==> src/rtl/stt_pkg.sv <==
package stt_pkg;

  localparam int unsigned QueueDepth = 4;

  localparam int unsigned CntW = 16;

  localparam logic [7:0] ChNul   = 8'h00;
  localparam logic [7:0] ChTab   = 8'h09;
  localparam logic [7:0] ChNl    = 8'h0A;
  localparam logic [7:0] ChCr    = 8'h0D;
  localparam logic [7:0] ChSpace = 8'h20;
  localparam logic [7:0] ChSlash = 8'h2F;

  typedef enum logic [1:0] {
    EV_WORD_CHAR = 2'd0,
    EV_WORD_END  = 2'd1,
    EV_PUNCT     = 2'd2
  } ev_kind_t;

  // slot 0: released slash, slot 1: end of word, slot 2: punctuation or word character
  typedef struct packed {
    logic [2:0]      mask;
    logic [CntW-1:0] line;
    logic [CntW-1:0] col0;
    logic [CntW-1:0] col1;
    logic [CntW-1:0] col2;
    ev_kind_t        kind2;
    logic [7:0]      char2;
  } bundle_t;

  function automatic logic [CntW-1:0] sat_inc(input logic [CntW-1:0] v);
    sat_inc = (v == {CntW{1'b1}}) ? v : v + {{(CntW-1){1'b0}}, 1'b1};
  endfunction

  function automatic logic is_punct(input logic [7:0] b);
    case (b) inside
      8'h7B, 8'h7D, 8'h28, 8'h29, 8'h5B, 8'h5D, 8'h3B,
      8'h2B, 8'h2D, 8'h2A, 8'h26, 8'h2C, 8'h2E, 8'h3A: is_punct = 1'b1;
      default: is_punct = 1'b0;
    endcase
  endfunction

endpackage

==> src/rtl/stt_front.sv <==
module stt_front (
  input  logic              clk,
  input  logic              rst_n,
  input  logic              in_valid,
  input  logic              in_ready,
  input  logic              in_flush,
  input  logic [7:0]        in_byte,
  output logic              push_valid,
  output stt_pkg::bundle_t  push_data
);

  logic [stt_pkg::CntW-1:0] line_r, line_nxt;
  logic [stt_pkg::CntW-1:0] col_r, col_nxt;
  logic [stt_pkg::CntW-1:0] slash_col_r, slash_col_nxt;
  logic                     comment_r, comment_nxt;
  logic                     word_r, word_nxt;
  logic                     slash_r, slash_nxt;
  logic [stt_pkg::CntW-1:0] col_inc;
  logic                     accept;
  logic                     is_nl;
  stt_pkg::bundle_t         bnd;

  assign accept  = in_valid & in_ready;
  assign col_inc = stt_pkg::sat_inc(col_r);
  assign is_nl   = (in_byte == stt_pkg::ChNl);

  always_comb begin
    line_nxt      = line_r;
    col_nxt       = col_r;
    slash_col_nxt = slash_col_r;
    comment_nxt   = comment_r;
    word_nxt      = word_r;
    slash_nxt     = slash_r;
    bnd.mask      = 3'b000;
    bnd.line      = line_r;
    bnd.col0      = slash_col_r;
    bnd.col1      = (in_flush | is_nl) ? col_r : col_inc;
    bnd.col2      = col_inc;
    bnd.kind2     = stt_pkg::EV_WORD_CHAR;
    bnd.char2     = in_byte;
    if (in_flush) begin
      bnd.mask[0] = slash_r;
      bnd.mask[1] = word_r;
      slash_nxt   = 1'b0;
      word_nxt    = 1'b0;
    end else if (slash_r && in_byte == stt_pkg::ChSlash) begin
      col_nxt     = col_inc;
      slash_nxt   = 1'b0;
      comment_nxt = 1'b1;
    end else begin
      bnd.mask[0] = slash_r;
      slash_nxt   = 1'b0;
      if (in_byte == stt_pkg::ChNul) begin
        col_nxt = col_r;
      end else if (is_nl) begin
        bnd.mask[1] = word_r;
        word_nxt    = 1'b0;
        comment_nxt = 1'b0;
        line_nxt    = stt_pkg::sat_inc(line_r);
        col_nxt     = '0;
      end else begin
        col_nxt = col_inc;
        if (comment_r) begin
          col_nxt = col_inc;
        end else if (in_byte == stt_pkg::ChSlash) begin
          bnd.mask[1]   = word_r;
          word_nxt      = 1'b0;
          slash_nxt     = 1'b1;
          slash_col_nxt = col_inc;
        end else if (in_byte == stt_pkg::ChSpace || in_byte == stt_pkg::ChTab ||
                     in_byte == stt_pkg::ChCr) begin
          bnd.mask[1] = word_r;
          word_nxt    = 1'b0;
        end else if (stt_pkg::is_punct(in_byte)) begin
          bnd.mask[1] = word_r;
          word_nxt    = 1'b0;
          bnd.mask[2] = 1'b1;
          bnd.kind2   = stt_pkg::EV_PUNCT;
        end else begin
          bnd.mask[2] = 1'b1;
          word_nxt    = 1'b1;
        end
      end
    end
  end

  assign push_valid = accept & (bnd.mask != 3'b000);
  assign push_data  = bnd;

  always_ff @(posedge clk) begin
    if (!rst_n) begin
      line_r      <= '0;
      col_r       <= '0;
      slash_col_r <= '0;
      comment_r   <= 1'b0;
      word_r      <= 1'b0;
      slash_r     <= 1'b0;
    end else if (accept) begin
      line_r      <= line_nxt;
      col_r       <= col_nxt;
      slash_col_r <= slash_col_nxt;
      comment_r   <= comment_nxt;
      word_r      <= word_nxt;
      slash_r     <= slash_nxt;
    end
  end

endmodule

==> src/rtl/stt_queue.sv <==
module stt_queue #(
  parameter int unsigned Depth = stt_pkg::QueueDepth
) (
  input  logic              clk,
  input  logic              rst_n,
  input  logic              push_valid,
  output logic              push_ready,
  input  stt_pkg::bundle_t  push_data,
  output logic              pop_valid,
  input  logic              pop_ready,
  output stt_pkg::bundle_t  pop_data
);

  localparam int unsigned AW = (Depth > 1) ? $clog2(Depth) : 1;
  localparam int unsigned CW = $clog2(Depth + 1);
  localparam logic [AW-1:0] LastIdx = AW'(Depth - 1);

  stt_pkg::bundle_t mem_r [Depth];
  logic [AW-1:0]    wr_r, wr_nxt;
  logic [AW-1:0]    rd_r, rd_nxt;
  logic [CW-1:0]    cnt_r, cnt_nxt;
  logic             do_push;
  logic             do_pop;

  assign push_ready = (cnt_r != CW'(Depth));
  assign pop_valid  = (cnt_r != '0);
  assign pop_data   = mem_r[rd_r];
  assign do_push    = push_valid & push_ready;
  assign do_pop     = pop_valid & pop_ready;

  always_comb begin
    wr_nxt  = wr_r;
    rd_nxt  = rd_r;
    cnt_nxt = cnt_r;
    if (do_push) begin
      wr_nxt = (wr_r == LastIdx) ? '0 : wr_r + AW'(1);
    end
    if (do_pop) begin
      rd_nxt = (rd_r == LastIdx) ? '0 : rd_r + AW'(1);
    end
    if (do_push && !do_pop) begin
      cnt_nxt = cnt_r + CW'(1);
    end else if (do_pop && !do_push) begin
      cnt_nxt = cnt_r - CW'(1);
    end
  end

  always_ff @(posedge clk) begin
    if (!rst_n) begin
      wr_r  <= '0;
      rd_r  <= '0;
      cnt_r <= '0;
    end else begin
      wr_r  <= wr_nxt;
      rd_r  <= rd_nxt;
      cnt_r <= cnt_nxt;
    end
  end

  always_ff @(posedge clk) begin
    if (do_push) begin
      mem_r[wr_r] <= push_data;
    end
  end

endmodule

==> src/rtl/stt_back.sv <==
module stt_back (
  input  logic              clk,
  input  logic              rst_n,
  input  logic              pop_valid,
  output logic              pop_ready,
  input  stt_pkg::bundle_t  pop_data,
  output logic              out_valid,
  input  logic              out_ready,
  output logic [1:0]        out_kind,
  output logic [7:0]        out_char,
  output logic [15:0]       out_line,
  output logic [15:0]       out_col,
  output logic              out_last
);

  stt_pkg::bundle_t bnd_r, bnd_nxt;
  logic [2:0]       mask_r, mask_nxt;
  logic [2:0]       rest;
  logic             take;
  logic             load;
  stt_pkg::ev_kind_t kind;

  assign rest      = mask_r & (mask_r - 3'd1);
  assign out_valid = (mask_r != 3'b000);
  assign take      = out_valid & out_ready;
  assign pop_ready = !out_valid || (take && rest == 3'b000);
  assign load      = pop_valid & pop_ready;

  always_comb begin
    kind     = bnd_r.kind2;
    out_char = bnd_r.char2;
    out_col  = bnd_r.col2;
    if (mask_r[0]) begin
      kind     = stt_pkg::EV_PUNCT;
      out_char = stt_pkg::ChSlash;
      out_col  = bnd_r.col0;
    end else if (mask_r[1]) begin
      kind     = stt_pkg::EV_WORD_END;
      out_char = stt_pkg::ChNul;
      out_col  = bnd_r.col1;
    end
  end

  assign out_kind = kind;
  assign out_line = bnd_r.line;
  assign out_last = (rest == 3'b000);

  always_comb begin
    mask_nxt = mask_r;
    bnd_nxt  = bnd_r;
    if (take) begin
      mask_nxt = rest;
    end
    if (load) begin
      mask_nxt = pop_data.mask;
      bnd_nxt  = pop_data;
    end
  end

  always_ff @(posedge clk) begin
    if (!rst_n) begin
      mask_r <= 3'b000;
    end else begin
      mask_r <= mask_nxt;
    end
  end

  always_ff @(posedge clk) begin
    bnd_r <= bnd_nxt;
  end

endmodule

==> src/rtl/source_text_tokenizer.sv <==
// Channel  Direction  tdata                                      tuser            tlast
// in_      slave      [7:0] src_byte                             [0] req_type     -
// out_     master     [7:0] token_char [23:8] line_no [39:24] col_no  [1:0] event_kind  last_of_run
//
// One item is accepted per cycle while the bundle queue has room.
// Each item yields up to two results, sent from the output register one per cycle when not stalled.
// Output rate (one result per cycle when not stalled) bounds throughput when bursts fill the queue.
// Synchronous active-low reset clears counters, flags, queue pointers and output valid mask.
// Input stalls only when the queue is full; the output may stall freely.
module source_text_tokenizer #(
  parameter int unsigned QueueDepth = stt_pkg::QueueDepth
) (
  input  logic        clk,
  input  logic        rst_n,
  input  logic        in_tvalid,
  output logic        in_tready,
  input  logic [7:0]  in_tdata,   // [7:0] src_byte
  input  logic        in_tuser,   // [0] req_type
  output logic        out_tvalid,
  input  logic        out_tready,
  output logic [39:0] out_tdata,  // [7:0] token_char, [23:8] line_no, [39:24] col_no
  output logic [1:0]  out_tuser,  // [1:0] event_kind
  output logic        out_tlast
);

  logic             push_valid;
  logic             pop_valid;
  logic             pop_ready;
  stt_pkg::bundle_t push_data;
  stt_pkg::bundle_t pop_data;
  logic [7:0]       ch;
  logic [15:0]      line;
  logic [15:0]      col;

  stt_front u_front (
    .clk        (clk),
    .rst_n      (rst_n),
    .in_valid   (in_tvalid),
    .in_ready   (in_tready),
    .in_flush   (in_tuser),
    .in_byte    (in_tdata),
    .push_valid (push_valid),
    .push_data  (push_data)
  );

  stt_queue #(
    .Depth (QueueDepth)
  ) u_queue (
    .clk        (clk),
    .rst_n      (rst_n),
    .push_valid (push_valid),
    .push_ready (in_tready),
    .push_data  (push_data),
    .pop_valid  (pop_valid),
    .pop_ready  (pop_ready),
    .pop_data   (pop_data)
  );

  stt_back u_back (
    .clk       (clk),
    .rst_n     (rst_n),
    .pop_valid (pop_valid),
    .pop_ready (pop_ready),
    .pop_data  (pop_data),
    .out_valid (out_tvalid),
    .out_ready (out_tready),
    .out_kind  (out_tuser),
    .out_char  (ch),
    .out_line  (line),
    .out_col   (col),
    .out_last  (out_tlast)
  );

  assign out_tdata = {col, line, ch};

endmodule
==> config.mk <==
export PLATFORM = sky130hd
export DESIGN_NAME = source_text_tokenizer
export DESIGN_NICKNAME = d
export VERILOG_FILES = /design/src/rtl/stt_pkg.sv /design/src/rtl/stt_front.sv /design/src/rtl/stt_queue.sv /design/src/rtl/stt_back.sv /design/src/rtl/source_text_tokenizer.sv
export SDC_FILE = /design/constraint.sdc
export NUM_CORES = 1
export LEC_CHECK = 0
export BUFFER_PORTS_ARGS = -buffer_cell sky130_fd_sc_hd__buf_2
export CAP_MARGIN = 15
export CELL_PAD_IN_SITES_DETAIL_PLACEMENT = 0
export CELL_PAD_IN_SITES_GLOBAL_PLACEMENT = 2
export CORE_ASPECT_RATIO = 0.7
export CORE_MARGIN = 1.5
export CORE_UTILIZATION = 47
export DETAILED_ROUTE_END_ITERATION = 12
export PLACE_DENSITY = 0.76
export SETUP_SLACK_MARGIN = 0.2
export SYNTH_ARGS = -nofsm -noshare
export SYNTH_HDL_FRONTEND = slang
export SYNTH_SLANG_ARGS = --single-unit
==> constraint.sdc <==
create_clock -name clk -period 8 [get_ports clk]
set_input_delay 0.8 -clock clk [delete_from_list [all_inputs] [get_ports clk]]
set_output_delay 0.8 -clock clk [all_outputs]
set_load 0.01 [all_outputs]
==> reports/results.tsv <==
stage	metric	value	unit
run_status	status	finished, final reports clean	
synth	register area share after synthesis	0.733	
worst_setup_path	crit path kind	input pin to flop	
cts	Clock Tree Root	clkbuf_16	
worst_setup_path	worst r2r src	u_back.mask_r[0]	
worst_setup_path	reg2reg path depth	11	
sta	Final setup viols	0	
synth	number of enable flip-flop cells after synthesis	377	
worst_setup_path	CP max FO	52	
sta	fin crit period	3.97	ns
worst_setup_path	crit-path cells	buf_2 > nor4b_4 > a21o_1 > o221ai_2 > o21ba_2 > o311a_1 > and2_4 > buf_4	
power_and_ir_drop	maximum VDD drop	0.000185	V
cts	Worst-Skew Late Latency	0.55	ns
synth	post-synth cell types	58	
global_routing	initial antenna violation count	2	
placement	placed cells	1490	
power_and_ir_drop	clock share of power	0.317	
global_routing	first-pass GRT wire length	53600	um
global_routing	largest net degree at the start of global routing	63	
power_and_ir_drop	internal power	4.65	mW
routing	Final ANT Viol Nets	0	
floorplan	core area	35900	um2
routing	Via Count	8741	
job	max-cap violations	0	
floorplan	I/O pin count	58	
layout	final net count	1076	
layout	# fillers	2889	
cts	H-tree depth	2	
layout	Area Growth Syn to Fin	12.0	%
worst_setup_path	CP Capture Type	flop	
worst_setup_path	R2R Setup Slk	4.67	ns
synth	FF+latch count, synth	440	
cts	CTS Buf Count	42	
global_routing	vias in the first global route	8641	
floorplan	Die ar.	37700	um2
routing	# DRC	0	
cts	CTS tree	yes	
layout	Seq. cell area	12600	um2
routing	DR vias/cell	5.57	
worst_setup_path	Worst path max stage delay	0.72	ns
synth	FFs w/ async S/R, synth	0	
synth	top cells by area in the synthesized netlist	edfxtp_1 (66%), mux4_2 (10%), dfxtp_1 (7.3%), nand2_1 (1.7%), mux2i_1 (1.5%)	
worst_setup_path	CP required	8.17	ns
floorplan	starting density of the core	0.478	
power_and_ir_drop	Lkg Pwr	6.37	nW
sta	max-slew violation count	0	
sta	Worst Skew	0.0183	ns
cts	clock net sink count	440	
cts	clk slew on worst S/H paths	0.06	ns
worst_setup_path	CP top delay family	compound AO/OA/AOI/OAI gates	
sta	FMAX	252	MHz
sta	Max-Slew Margin vs Limit	0.304	
power_and_ir_drop	Flop pwr share	0.483	
worst_setup_path	Slowest-stage cell, CP	buf_4	
worst_setup_path	CP arrival	4.14	ns
worst_setup_path	reg2reg end	u_queue.cnt_r[2]	
global_routing	total track usage	0.192	
cts	post-cts sizing count	0	
synth	Synth top area share	0.659	
hold_path	hold endpoint	u_front.slash_col_r[2]	
cts	# Post-CTS Setup Buffers	0	
power_and_ir_drop	switching share of power	0.267	
power_and_ir_drop	PwrDens	330	nW/um2
synth	Net Count, Synth	1026	
power_and_ir_drop	Logic pwr share	0.200	
cts	Clock Path Buffers	3	
floorplan	Cell Rows	58	
cts	cts hold-fix bufs	0	
sta	RSZ-0062 raised after global routing	false	
synth	largest area contributor in the synthesized netlist	edfxtp_1	
layout	ant diodes	0	
hold_path	HP Class	flop to flop	
synth	mapped cell area	17200	um2
layout	non-filler instance count after layout	1568	
floorplan	Die Wd	231	um
placement	DP Wirelength	20900	um
synth	Post-Syn Instances	1004	
worst_setup_path	Buffers & Inverters on Critical Path	2	
synth	syn_area_per_cell	17.1	um2
placement	Port Buf Inserts	57	
routing	drt first pass iters	5	
synth	Syn. warnings	0	
synth	main flop type after synthesis	edfxtp_1	
sta	Worst-Margin Slew	1.04	ns
routing	First DRT Iteration DRCs	783	
worst_setup_path	CP startpoint kind	input pin	
sta	period utilisation layout	0.496	
routing	total wire length	35000	um
hold_path	Hold Path Depth	2	
power_and_ir_drop	sw power	1.69	mW
sta	number of hold violations in the final report	0	
layout	Multi-input gate area	4190	um2
floorplan	Die Ht	163	um
layout	ratio of cells with drive above 1 in the final layout	0.210	
hold_path	Hold Crit Start	u_front.slash_col_r[2]	
placement	Final Wtd Congestion	0.768	
routing	drt wl/cell	22.3	um
sta	setup_tns	0	ns
global_routing	Remaining Overflow, GRT	0	
==> worst register-to-register path, delay by kind of cell, from the launching register on <==
| family | cells | cell delay [ns] |
|---|---|---|
| buf+inv | 2 | 0.15 |
| xor+xnor | 1 | 0.17 |
| simple gates | 4 | 1.11 |
| fa+ha+maj | 2 | 0.60 |
| compound gates | 2 | 0.20 |
| flops | 1 | 1.02 |
==> cells in the mapped netlist (2+ instances only) <==
master / instances
edfxtp_1: 377
nand2_1: 78
mux4_2: 76
dfxtp_1: 63
o21ai_0: 45
nor2_1: 44
a21oi_1: 34
mux2i_1: 26
clkbuf_1: 23
inv_1: 23
nand3_1: 21
buf_2: 17
buf_4: 17
xnor2_1: 16
and2_1: 12
nor3_1: 12
or3_1: 12
nand4_1: 11
xor2_1: 9
a21o_1: 8
ha_1: 8
and3_1: 7
and4_1: 6
a22oi_1: 5
a31oi_1: 5
buf_1: 3
nand2b_1: 3
nor3_2: 3
nor4_1: 3
a21boi_0: 2
a21oi_2: 2
buf_6: 2
mux2_2: 2
nor4b_4: 2
o2111ai_1: 2
o21ai_1: 2
o311a_1: 2
==> cell usage in the layout (no fill, tap or decap), types with 9 or more instances in the layout <==
cell	netlist	final
nand3_1	21	21
a21oi_1	34	33
o21ai_0	45	45
buf_4	17	11
buf_2	17	57
nor3_1	12	12
dfxtp_1	63	60
edfxtp_1	377	377
clkbuf_1	23	13
mux4_2	76	76
xnor2_1	16	16
mux2i_1	26	26
xor2_1	9	9
or3_1	12	12
nand4_1	11	11
clkbuf_16	0	42
nor2_1	44	44
nand2_1	78	78
inv_1	23	23
==> stage by stage <==
| step | setup WS, ns | instance area (um2) | hold WS [ns] | util | power (mW) |
|---|---|---|---|---|---|
| after floorplan | 2.00 | 17200 | 0.455 | - | 4.01 |
| after global placement | 3.53 | 17800 | 0.481 | 0.497 | 4.41 |
| after detailed placement | 3.42 | 17800 | 0.483 | 0.497 | 4.42 |
| after CTS | 4.00 | 19200 | 0.491 | 0.536 | 6.43 |
| after global routing | 3.75 | 19200 | 0.521 | 0.536 | 6.63 |
| final | 4.03 | 19200 | 0.492 | 0.536 | 6.34 |
==> power groups by stage <==
stage,logic (mW),registers [mW],clock network (mW)
global placement,1.29,3.11,0
global route,1.38,3.10,2.15
CTS,1.30,3.07,2.06
floorplan,0.975,3.03,0
finish,1.27,3.06,2.01
detailed placement,1.30,3.12,0
==> layout make-up <==
cell class                      instances  area share
Clock buffer                           60      0.0607
Tap cell                              480      0.0312
Inverter                               24     0.00468
Multi-Input combinational cell        478       0.218
Timing Repair Buffer                   68      0.0191
Sequential cell                       440       0.654
Clock inverter                         18      0.0120
==> sequential cells by signal (all words and copies together), names as in the netlist, named ones only <==
name                 flops
u_queue.cnt_r            3
u_front.col_r           16
u_front.slash_col_r     16
u_queue.mem_r          304
u_queue.rd_r             2
u_back.out_line         16
u_back.mask_r            3
u_front.slash_r          1
u_front.word_r           1
u_back.bnd_r            57
u_front.line_r          16
u_queue.wr_r             2
u_front.comment_r        1
==> cell families after synthesis <==
group / share of synthesized area
DFF: 0.733
AOI/OAI and AO/OA: 0.0418
xor gates and xnor gates: 0.0127
adders and majority gates: 0.00699
buffers and inverters: 0.0246
and+or+nand+nor: 0.0651
muxes: 0.116
==> layer usage <==
layer	wire [um]	global-route usage	up-vias	part of all wire
met2	14700	0.266	205	0.42
li1	-	-	3989	-
met3	1680	0.0310	54	0.048
met5	0	0	-	0
met4	621	0.0478	0	0.018
met1	17900	0.313	4493	0.51
==> how the worst max path moves through the flow <==
stage | startpoint | endpoint | slack (ns) | depth (start not counted)
floorplan | u_back.mask_r[0] | u_queue.cnt_r[2] | 2.00 | 12
global placement | in_tdata[4] | u_queue.mem_r[1][43] | 3.53 | 8
detailed placement | in_tdata[4] | u_queue.mem_r[1][45] | 3.42 | 8
CTS | in_tdata[4] | u_queue.mem_r[1][24] | 4.00 | 8
global route | in_tdata[1] | u_queue.mem_r[1][10] | 3.75 | 8
finish | in_tdata[4] | u_queue.mem_r[0][56] | 4.03 | 8
Power figures use the tool's default switching activity.
